## config.mk

```make
export PLATFORM = sky130hd
export DESIGN_NAME = generational_buffer_cache_core_flat
export DESIGN_NICKNAME = d
export VERILOG_FILES = /design/src/rtl/gbc_pkg.sv /design/src/rtl/gbc_if.sv /design/src/rtl/gbc_ram.sv /design/src/rtl/gbc_ctrl.sv /design/src/rtl/gbc_dp.sv /design/src/rtl/generational_buffer_cache_core.sv /design/src/flat_wrapper.sv
export SDC_FILE = /design/constraint.sdc
export NUM_CORES = 2
export LEC_CHECK = 0
export BUFFER_PORTS_ARGS = -buffer_cell sky130_fd_sc_hd__buf_2
export CAP_MARGIN = 5
export CORE_AREA = 2 2 329 331
export CTS_BUF_LIST = sky130_fd_sc_hd__clkbuf_8
export DETAILED_ROUTE_END_ITERATION = 16
export DIE_AREA = 0 0 331 333
export HOLD_SLACK_MARGIN = 0.08
export PLACE_DENSITY_LB_ADDON = 0.3
export SYNTH_ARGS = -nofsm -noshare
export SYNTH_HDL_FRONTEND = slang
export SYNTH_SLANG_ARGS = --single-unit
```

## constraint.sdc

```tcl
create_clock -name clk -period 13.7 [get_ports clk]
set_input_delay 0.685 -clock clk [delete_from_list [all_inputs] [get_ports clk]]
set_output_delay 0.685 -clock clk [all_outputs]
set_load 0.05 [all_outputs]
```

## src/rtl/gbc_pkg.sv

```systemverilog
// Shared types and constants of the generational buffer cache.
// Depends on nothing; every file of the block but gbc_ram imports it.
`default_nettype none

package gbc_pkg;

  // Fixed field widths of the two channels
  localparam int OP_W         = 2;
  localparam int IN_KEY_W     = 64;
  localparam int IN_HANDLE_W  = 32;
  localparam int OUT_HANDLE_W = 32;

  // Operation codes of an input word
  typedef enum logic [OP_W-1:0] {
    OP_LOOKUP   = 2'd0,
    OP_REGISTER = 2'd1,
    OP_REFRESH  = 2'd2,
    OP_PURGE    = 2'd3
  } op_t;

  // Controller states
  typedef enum logic [1:0] {
    ST_IDLE,
    ST_SCAN,
    ST_DRAIN,
    ST_FINISH
  } state_t;

  // Controller to datapath commands
  typedef struct packed {
    logic start;   // latch the accepted word, restart the scan
    logic scan;    // issue a table read and advance the address
    logic finish;  // commit the table update and load the result
  } cmd_t;

  // Datapath to controller status
  typedef struct packed {
    logic last_addr;  // the read being issued is the last entry
    logic out_free;   // the result register can take a word this cycle
  } status_t;

endpackage

`default_nettype wire

```

## src/rtl/gbc_if.sv

```systemverilog
// Channel interfaces of the generational buffer cache: request and result.
// Depends on gbc_pkg for the field widths.
`default_nettype none

interface gbc_in_if import gbc_pkg::*; ();
  logic                   valid;
  logic                   ready;
  logic [OP_W-1:0]        operation;
  logic [IN_KEY_W-1:0]    buffer_key;
  logic [IN_HANDLE_W-1:0] buffer_handle;

  modport source (output valid, output operation, output buffer_key,
                  output buffer_handle, input ready);
  modport sink   (input valid, input operation, input buffer_key,
                  input buffer_handle, output ready);
endinterface

interface gbc_out_if import gbc_pkg::*; ();
  logic                    valid;
  logic                    ready;
  logic                    hit;
  logic [OUT_HANDLE_W-1:0] found_handle;
  logic                    insert_dropped;

  modport source (output valid, output hit, output found_handle,
                  output insert_dropped, input ready);
  modport sink   (input valid, input hit, input found_handle,
                  input insert_dropped, output ready);
endinterface

`default_nettype wire

```

## src/rtl/gbc_ram.sv

```systemverilog
// Generic single-write, single-read RAM with a registered read port.
// Standalone; used for the key, handle and age stores.
`default_nettype none

module gbc_ram #(
  parameter int  WIDTH = 8,
  parameter int  DEPTH = 16,
  localparam int AW    = $clog2(DEPTH)
) (
  input  logic             clk,
  input  logic             we,
  input  logic [AW-1:0]    waddr,
  input  logic [WIDTH-1:0] wdata,
  input  logic [AW-1:0]    raddr,
  output logic [WIDTH-1:0] rdata
);

  logic [WIDTH-1:0] mem [DEPTH];

  // Write, and a registered read
  always_ff @(posedge clk) begin
    if (we) begin
      mem[waddr] <= wdata;
    end
    rdata <= mem[raddr];
  end

endmodule

`default_nettype wire

```

## src/rtl/gbc_ctrl.sv

```systemverilog
// Controller of the generational buffer cache: accept, scan, commit.
// Depends on gbc_pkg for the state, command and status types.
`default_nettype none

module gbc_ctrl import gbc_pkg::*; (
  input  logic    clk,
  input  logic    rst_n,
  input  logic    in_valid,
  output logic    in_ready,
  input  status_t status,
  output cmd_t    cmd
);

  state_t state_r, state_nxt;

  // Hold or advance the state
  always_ff @(posedge clk) begin
    if (!rst_n) begin
      state_r <= ST_IDLE;
    end else begin
      state_r <= state_nxt;
    end
  end

  // Next state
  always_comb begin
    state_nxt = state_r;
    unique case (state_r)
      ST_IDLE: begin
        if (in_valid) state_nxt = ST_SCAN;
      end
      ST_SCAN: begin
        if (status.last_addr) state_nxt = ST_DRAIN;
      end
      ST_DRAIN: begin
        state_nxt = ST_FINISH;
      end
      ST_FINISH: begin
        if (status.out_free) state_nxt = ST_IDLE;
      end
    endcase
  end

  // Outputs; take no word while reset is held
  always_comb begin
    in_ready   = 1'b0;
    cmd.start  = 1'b0;
    cmd.scan   = 1'b0;
    cmd.finish = 1'b0;
    unique case (state_r)
      ST_IDLE: begin
        in_ready  = rst_n;
        cmd.start = in_valid && rst_n;
      end
      ST_SCAN: begin
        cmd.scan = 1'b1;
      end
      ST_DRAIN: begin
      end
      ST_FINISH: begin
        cmd.finish = status.out_free;
      end
    endcase
  end

endmodule

`default_nettype wire

```

## src/rtl/gbc_dp.sv

```systemverilog
// Datapath of the generational buffer cache: table stores, scan trackers
// and result register. Depends on gbc_pkg and gbc_ram.
`default_nettype none

module gbc_dp import gbc_pkg::*; #(
  parameter int TABLE_ENTRIES = 16,
  parameter int GENERATIONS   = 4,
  parameter int KEY_BITS      = 64,
  parameter int HANDLE_BITS   = 32
) (
  input  logic                    clk,
  input  logic                    rst_n,
  input  cmd_t                    cmd,
  output status_t                 status,
  input  logic [OP_W-1:0]         in_operation,
  input  logic [IN_KEY_W-1:0]     in_buffer_key,
  input  logic [IN_HANDLE_W-1:0]  in_buffer_handle,
  output logic                    out_valid,
  input  logic                    out_ready,
  output logic                    out_hit,
  output logic [OUT_HANDLE_W-1:0] out_found_handle,
  output logic                    out_insert_dropped
);

  localparam int IDX_W  = $clog2(TABLE_ENTRIES);
  localparam int AGE_W  = (GENERATIONS > 1) ? $clog2(GENERATIONS) : 1;
  localparam int DATA_W = KEY_BITS + HANDLE_BITS;

  // Latched request word
  op_t                   op_r;
  logic [KEY_BITS-1:0]    key_r;
  logic [HANDLE_BITS-1:0] handle_r;

  // Scan addressing
  logic [IDX_W-1:0] rd_idx_r;
  logic [IDX_W-1:0] ev_idx_r;
  logic             ev_vld_r;

  // Scan trackers
  logic                   best_found_r;
  logic [IDX_W-1:0]       best_idx_r;
  logic [AGE_W-1:0]       best_age_r;
  logic [HANDLE_BITS-1:0] best_handle_r;
  logic                   present_r;
  logic                   free_found_r;
  logic [IDX_W-1:0]       free_idx_r;

  // Entry valid bits
  logic [TABLE_ENTRIES-1:0] valid_r, valid_nxt;

  // Result register
  logic                    out_valid_r, out_valid_nxt;
  logic                    out_hit_r;
  logic [OUT_HANDLE_W-1:0] out_handle_r;
  logic                    out_drop_r;

  // Store ports
  logic [DATA_W-1:0] data_rdata;
  logic              data_we;
  logic [AGE_W-1:0]  age_rdata;
  logic              age_we;
  logic [IDX_W-1:0]  age_waddr;
  logic [AGE_W-1:0]  age_wdata;

  // Entry under evaluation
  logic                   ev_valid;
  logic [KEY_BITS-1:0]    ev_key;
  logic [HANDLE_BITS-1:0] ev_handle;
  logic                   key_eq;
  logic [AGE_W:0]         age_inc;
  logic                   age_drop;
  logic                   ins_ok;

  assign ev_valid  = valid_r[ev_idx_r];
  assign ev_key    = data_rdata[DATA_W-1:HANDLE_BITS];
  assign ev_handle = data_rdata[HANDLE_BITS-1:0];
  assign key_eq    = (ev_key == key_r);
  assign age_inc   = (AGE_W+1)'(age_rdata) + (AGE_W+1)'(1);
  assign age_drop  = (age_inc >= (AGE_W+1)'(GENERATIONS));
  assign ins_ok    = !present_r && free_found_r;

  assign status.last_addr = (rd_idx_r == IDX_W'(TABLE_ENTRIES - 1));
  assign status.out_free  = !out_valid_r || out_ready;

  // Key and handle store
  assign data_we = cmd.finish && (op_r == OP_REGISTER) && ins_ok;

  gbc_ram #(
    .WIDTH (DATA_W),
    .DEPTH (TABLE_ENTRIES)
  ) u_data_ram (
    .clk   (clk),
    .we    (data_we),
    .waddr (free_idx_r),
    .wdata ({key_r, handle_r}),
    .raddr (rd_idx_r),
    .rdata (data_rdata)
  );

  // Age store write: aging during refresh, reset to zero on commit
  always_comb begin
    age_we    = 1'b0;
    age_waddr = ev_idx_r;
    age_wdata = '0;
    if (ev_vld_r && (op_r == OP_REFRESH) && ev_valid && !age_drop) begin
      age_we    = 1'b1;
      age_wdata = age_inc[AGE_W-1:0];
    end
    if (cmd.finish) begin
      if ((op_r == OP_LOOKUP) && best_found_r) begin
        age_we    = 1'b1;
        age_waddr = best_idx_r;
      end else if ((op_r == OP_REGISTER) && ins_ok) begin
        age_we    = 1'b1;
        age_waddr = free_idx_r;
      end
    end
  end

  gbc_ram #(
    .WIDTH (AGE_W),
    .DEPTH (TABLE_ENTRIES)
  ) u_age_ram (
    .clk   (clk),
    .we    (age_we),
    .waddr (age_waddr),
    .wdata (age_wdata),
    .raddr (rd_idx_r),
    .rdata (age_rdata)
  );

  // Latch the word and advance the read address
  always_ff @(posedge clk) begin
    if (cmd.start) begin
      op_r     <= op_t'(in_operation);
      key_r    <= KEY_BITS'(in_buffer_key);
      handle_r <= HANDLE_BITS'(in_buffer_handle);
      rd_idx_r <= '0;
    end else if (cmd.scan) begin
      rd_idx_r <= rd_idx_r + IDX_W'(1);
    end
    ev_idx_r <= rd_idx_r;
  end

  // Read data is valid in the cycle after each issued read
  always_ff @(posedge clk) begin
    if (!rst_n) begin
      ev_vld_r <= 1'b0;
    end else begin
      ev_vld_r <= cmd.scan;
    end
  end

  // Track best match, presence at age zero and first free entry
  always_ff @(posedge clk) begin
    if (cmd.start) begin
      best_found_r <= 1'b0;
      present_r    <= 1'b0;
      free_found_r <= 1'b0;
    end else if (ev_vld_r) begin
      unique case (op_r)
        OP_LOOKUP: begin
          if (ev_valid && key_eq && (!best_found_r || (age_rdata < best_age_r))) begin
            best_found_r  <= 1'b1;
            best_idx_r    <= ev_idx_r;
            best_age_r    <= age_rdata;
            best_handle_r <= ev_handle;
          end
        end
        OP_REGISTER: begin
          if (ev_valid && key_eq && (age_rdata == '0)) begin
            present_r <= 1'b1;
          end
          if (!ev_valid && !free_found_r) begin
            free_found_r <= 1'b1;
            free_idx_r   <= ev_idx_r;
          end
        end
        OP_REFRESH: begin
        end
        OP_PURGE: begin
        end
      endcase
    end
  end

  // Valid bits: drop aged-out entries, set on insert, clear on purge
  always_comb begin
    valid_nxt = valid_r;
    if (ev_vld_r && (op_r == OP_REFRESH) && ev_valid && age_drop) begin
      valid_nxt[ev_idx_r] = 1'b0;
    end
    if (cmd.finish) begin
      if ((op_r == OP_REGISTER) && ins_ok) begin
        valid_nxt[free_idx_r] = 1'b1;
      end else if (op_r == OP_PURGE) begin
        valid_nxt = '0;
      end
    end
  end

  always_ff @(posedge clk) begin
    if (!rst_n) begin
      valid_r <= '0;
    end else begin
      valid_r <= valid_nxt;
    end
  end

  // Result register: load on commit, drop when taken
  always_comb begin
    out_valid_nxt = out_valid_r;
    if (cmd.finish) begin
      out_valid_nxt = 1'b1;
    end else if (out_ready) begin
      out_valid_nxt = 1'b0;
    end
  end

  always_ff @(posedge clk) begin
    if (!rst_n) begin
      out_valid_r <= 1'b0;
    end else begin
      out_valid_r <= out_valid_nxt;
    end
  end

  always_ff @(posedge clk) begin
    if (cmd.finish) begin
      out_hit_r    <= (op_r == OP_LOOKUP) && best_found_r;
      out_handle_r <= ((op_r == OP_LOOKUP) && best_found_r)
                      ? OUT_HANDLE_W'(best_handle_r) : '0;
      out_drop_r   <= (op_r == OP_REGISTER) && !present_r && !free_found_r;
    end
  end

  assign out_valid          = out_valid_r;
  assign out_hit            = out_hit_r;
  assign out_found_handle   = out_handle_r;
  assign out_insert_dropped = out_drop_r;

endmodule

`default_nettype wire

```

## src/rtl/generational_buffer_cache_core.sv

```systemverilog
// Top level of the generational buffer cache: controller plus datapath.
// Depends on gbc_pkg, gbc_if, gbc_ram, gbc_ctrl and gbc_dp.
//
//   Channel   Dir  Handshake          Payload
//   in_chan   in   valid / ready      operation, buffer_key, buffer_handle
//   out_chan  out  valid / ready      hit, found_handle, insert_dropped
//
// Every word passes through the accept cycle, one read of the stores per
// entry, a drain state for the last read to return and a commit, which
// waits until the result register is free; its result is registered at commit.
// rst_n is synchronous; it clears the entry valid bits, so the table is
// empty and usable in the cycle after reset, with no clearing pass.
// A result waits in the output register while the next word is scanned;
// the commit of that next word stalls until the register is free.
`default_nettype none

module generational_buffer_cache_core import gbc_pkg::*; #(
  parameter int TABLE_ENTRIES = 16,
  parameter int GENERATIONS   = 4,
  parameter int KEY_BITS      = 64,
  parameter int HANDLE_BITS   = 32
) (
  input  logic       clk,
  input  logic       rst_n,
  gbc_in_if.sink     in_chan,
  gbc_out_if.source  out_chan
);

  cmd_t    cmd;
  status_t status;
  logic    in_ready;

  assign in_chan.ready = in_ready;

  // Sequencing of accept, scan and commit
  gbc_ctrl u_ctrl (
    .clk      (clk),
    .rst_n    (rst_n),
    .in_valid (in_chan.valid),
    .in_ready (in_ready),
    .status   (status),
    .cmd      (cmd)
  );

  // Table stores and result register
  gbc_dp #(
    .TABLE_ENTRIES (TABLE_ENTRIES),
    .GENERATIONS   (GENERATIONS),
    .KEY_BITS      (KEY_BITS),
    .HANDLE_BITS   (HANDLE_BITS)
  ) u_dp (
    .clk                (clk),
    .rst_n              (rst_n),
    .cmd                (cmd),
    .status             (status),
    .in_operation       (in_chan.operation),
    .in_buffer_key      (in_chan.buffer_key),
    .in_buffer_handle   (in_chan.buffer_handle),
    .out_valid          (out_chan.valid),
    .out_ready          (out_chan.ready),
    .out_hit            (out_chan.hit),
    .out_found_handle   (out_chan.found_handle),
    .out_insert_dropped (out_chan.insert_dropped)
  );

endmodule

`default_nettype wire
```

## src/flat_wrapper.sv

```systemverilog
// flat-port wrapper written by rule: the top's interface ports become plain ports
module generational_buffer_cache_core_flat import gbc_pkg::*;
#(
  parameter int TABLE_ENTRIES = 16,
  parameter int GENERATIONS   = 4,
  parameter int KEY_BITS      = 64,
  parameter int HANDLE_BITS   = 32
)
  (clk, rst_n, in_chan_valid, in_chan_operation, in_chan_buffer_key, in_chan_buffer_handle, in_chan_ready, out_chan_valid, out_chan_hit, out_chan_found_handle, out_chan_insert_dropped, out_chan_ready);
  gbc_in_if in_chan_i ();
  gbc_out_if out_chan_i ();
  input  logic clk;
  input  logic rst_n;
  input wire logic [$bits(in_chan_i.valid)-1:0] in_chan_valid;
  input wire logic [$bits(in_chan_i.operation)-1:0] in_chan_operation;
  input wire logic [$bits(in_chan_i.buffer_key)-1:0] in_chan_buffer_key;
  input wire logic [$bits(in_chan_i.buffer_handle)-1:0] in_chan_buffer_handle;
  output wire logic [$bits(in_chan_i.ready)-1:0] in_chan_ready;
  output wire logic [$bits(out_chan_i.valid)-1:0] out_chan_valid;
  output wire logic [$bits(out_chan_i.hit)-1:0] out_chan_hit;
  output wire logic [$bits(out_chan_i.found_handle)-1:0] out_chan_found_handle;
  output wire logic [$bits(out_chan_i.insert_dropped)-1:0] out_chan_insert_dropped;
  input wire logic [$bits(out_chan_i.ready)-1:0] out_chan_ready;
  assign in_chan_i.valid = in_chan_valid;
  assign in_chan_i.operation = in_chan_operation;
  assign in_chan_i.buffer_key = in_chan_buffer_key;
  assign in_chan_i.buffer_handle = in_chan_buffer_handle;
  assign in_chan_ready = in_chan_i.ready;
  assign out_chan_valid = out_chan_i.valid;
  assign out_chan_hit = out_chan_i.hit;
  assign out_chan_found_handle = out_chan_i.found_handle;
  assign out_chan_insert_dropped = out_chan_i.insert_dropped;
  assign out_chan_i.ready = out_chan_ready;
  generational_buffer_cache_core #(.TABLE_ENTRIES(TABLE_ENTRIES), .GENERATIONS(GENERATIONS), .KEY_BITS(KEY_BITS), .HANDLE_BITS(HANDLE_BITS)) u_core (.clk(clk), .rst_n(rst_n), .in_chan(in_chan_i), .out_chan(out_chan_i));
endmodule
```

==> impl_results.md <==
- Outcome: completed
- Syn Area/Cell: 24.4 µm²
- Clk_lat worst skew: 0.97 ns
- Vias: 31800
- Drt initial violations: 3804
- DRT Pass-1 Iters: 6
- Switch Pwr: 3.51 mW
- R2r endpoint: u_core.u_dp.u_data_ram.rdata[50]
- Initial Util: 64.5%
- Max layer used: met5
- Ports: 138
- Register area share after synthesis: 79.8%
- Routed length per instance: 29.6 µm
- Vias/cell: 6.46
- PnR worst setup slack: 9.23 ns
- Fraction of layout cells with a size suffix above 1: 31.1%
- Remaining global-route overflow: 0
- Worst setup EP type: flop
- Clock Power Share: 31.6%
- RePlAce Congestion: 0.801
- Most frequent cell after synthesis: edfxtp_1
- Count of final setup violators: 0
- Mapped Cells: 2820
- Worst setup SP type: flop
- LEAKAGE: 24.7 nW
- Worst-Margin Slew: 1.17 ns
- Library cells used by synthesis: 58
- Hold Fails Final Rpt: 0
- # rows: 120
- Data arrival time of the worst path: 5.26 ns
- HP Class: in2reg
- RR Startpoint: u_core.u_dp.rd_idx_r[1]
- Yosys top cell area share: 76.0%
- Port bufs: 137
- Worst path required time: 14.49 ns
- Area growth, synth to finish: 12.8%
- Largest net degree at the start of global routing: 153
- Pwr dens: 177 mW/mm²
- Max cap viols: 0
- Fmax: 0.224 GHz
- FILL cells: 5678
- Final Critical Period: 4.47 ns
- H-tree Lvls: 5
- EDFF count, synth: 1742
- DRT antenna net count: 0
- Setup CP Type: reg2reg
- Yosys reg bits: 1871
- CTS tree: yes
- Power Internal: 10.2 mW
- Core ar.: 0.107 mm²
- Metal3 WL: 13.0 mm
- Slew Limit Fails: 0
- Die area: 0.110 mm²
- Hold_sp: out_chan_ready
- Layout Nets: 3395
- Post-Route Setup TNS: 0 ns
- Critical Path Fanout Max: 152
- Synthesized cell area: 0.0688 mm²
- Syn Nets: 2930
- Number of synthesis warnings: 0
- Top cells by count, synth: edfxtp_1 (1742), mux4_2 (490), dfxtp_1 (129), clkbuf_1 (69), xnor2_1 (61)
- Top cells by area, synth: edfxtp_1 (76%), mux4_2 (16%), dfxtp_1 (3.8%)
- Final core occ: 72.8%
- Skew final: 0.0893 ns
- Clk buf depth: 4
- Post-detail-place hpwl: 72.8 mm
- CP endpoint: u_core.u_dp.u_data_ram.rdata[50]
- Initial antenna violation count: 5
- Slew HR: 21.4%
- Root Buffer Master: clkbuf_8
- Post-placement cell count: 4288
- Die Ht: 333 µm
- Tcrit/Tclk final: 32.6%
- Largest area contributor in the netlist: edfxtp_1
- Async SR Flop Fraction: 0%
- Global-route wire length before repair: 213 mm
- Worst vdd ir: 0.000139 V
- DP Worst Slack: 9.30 ns
- Top_reg_cell synth: edfxtp_1
- Chip width: 331 µm
- Sw Ratio: 25.5%
- Combinational share of power: 17.7%
- Worst Setup SP: u_core.u_dp.rd_idx_r[1]
- CTS Buf Count: 299
- Reg-to-reg slack, setup: 9.23 ns
- Worst r2r path cells: 5
- Vias in the first global route: 33300
- Met2 WL post-DR: 74.2 mm
- RSZ-0062 raised after global routing: no
- Clock-pin slew on the worst setup and hold paths: 0.06 ns
- DR DRC count: 0
- Postcts setup bufs: 0
- Non-filler cells, final: 4913
- Routed wire length: 145 mm
- Routed length on met1: 54.5 mm
- Flop pwr share: 50.7%
- Post-CTS Resized: 0
- GR Util All Layers: 27.1%
- CTS Sinks: 1871
==> cell families (layout without fill, tap and decap cells) <==
family | after synthesis | after routing | share of synthesized area, %
DFF | 1871 | 1871 | 79.8
muxes | 499 | 499 | 16.2
buffers and inverters | 149 | 837 | 0.955
and+or+nand+nor | 147 | 147 | 1.21
AOI/OAI and AO/OA | 79 | 79 | 0.862
xor gates and xnor gates | 67 | 67 | 0.853
adders and majority gates | 8 | 8 | 0.146
other | 0 | 2 | 0
==> power groups by stage <==
stage	Sequential [mW]	Combinational (mW)	Clock [mW]
global route	7.01	2.59	4.67
CTS	6.97	2.47	4.42
detailed placement	7.08	2.44	0
global placement	7.05	2.36	0
floorplan	6.92	2.00	0
finish	6.96	2.43	4.35
==> critical path, stage by stage, from the launching register on <==
cell and delay [ns]:
dfxtp_4 0.64, buf_12 0.69, buf_4 0.88, buf_4 0.95, mux4_2 0.43, mux4_2 0.50
==> layout by cell type (no fill, tap or decap), types with 14 or more instances in the layout <==
| master | count |
|---|---|
| edfxtp_1 | 1742 |
| mux4_2 | 490 |
| clkbuf_8 | 321 |
| buf_2 | 137 |
| dfxtp_1 | 125 |
| inv_1 | 123 |
| dlygate4sd3_1 | 99 |
| xnor2_1 | 61 |
| clkinv_1 | 50 |
| buf_4 | 48 |
| and2_1 | 34 |
| nand2_1 | 25 |
| clkinv_2 | 24 |
| nand4_1 | 19 |
| nor2_1 | 17 |
| a211oi_1 | 15 |
| a21oi_1 | 14 |
==> state kept, by name, summed over array words and instances (netlist names), 4 cells and up <==
| name | flops |
|---|---|
| u_core.u_dp.best_handle_r | 32 |
| u_core.u_dp.best_idx_r | 4 |
| u_core.u_dp.ev_idx_r | 4 |
| u_core.u_dp.free_idx_r | 4 |
| u_core.u_dp.handle_r | 32 |
| u_core.u_dp.key_r | 64 |
| u_core.u_dp.out_found_handle | 32 |
| u_core.u_dp.rd_idx_r | 4 |
| u_core.u_dp.u_age_ram.mem | 32 |
| u_core.u_dp.u_data_ram.mem | 1536 |
| u_core.u_dp.u_data_ram.rdata | 96 |
| u_core.u_dp.valid_r | 16 |
==> metal layers <==
| metal | vias up | GRT usage, % |
|---|---|---|
| met4 | 6 | 8.52 |
| met1 | 16600 | 37.9 |
| met3 | 295 | 5.68 |
| met2 | 1857 | 43.8 |
| met5 | - | 0 |
| li1 | 13000 | - |
==> area by class of cell <==
| cell class | instances | area, µm² | share of cell area, % |
|---|---|---|---|
| well taps | 1403 | 1760 | 2.26 |
| clock buffers | 321 | 4420 | 5.69 |
| clock inverters | 203 | 1020 | 1.31 |
| diodes | 2 | 5.00 | 0.00645 |
| multi-input cells | 800 | 13300 | 17.1 |
| repair buffers | 287 | 2100 | 2.70 |
| inverters | 26 | 130 | 0.168 |
| flip-flops and latches | 1871 | 54900 | 70.7 |
==> worst min path at each step <==
stage	end	cells past startpoint
final	u_core.u_dp.out_valid	3
after global routing	u_core.u_dp.out_valid	3
after CTS	u_core.u_dp.out_valid	3
after detailed placement	u_core.u_dp.best_handle_r[10]	0
after global placement	u_core.u_dp.best_handle_r[13]	0
after floorplan	u_core.u_dp.ev_idx_r[3]	0
==> through the flow <==
step	total power, mW	hold slack, ns	instance area (µm²)
after floorplan	8.92	0.329	68800
after global placement	9.42	0.387	71200
after detailed placement	9.52	0.389	71200
after CTS	13.9	0.187	77600
after global routing	14.3	0.294	77600
final	13.7	0.284	77600
==> timing repair <==
item | 4_1_cts | 5_1_grt
endpoints found under the hold margin | 102 | 0
endpoints found under the setup margin | 0 | 0
hold buffers | 99 | 0
(Power assumes the default switching activity.)
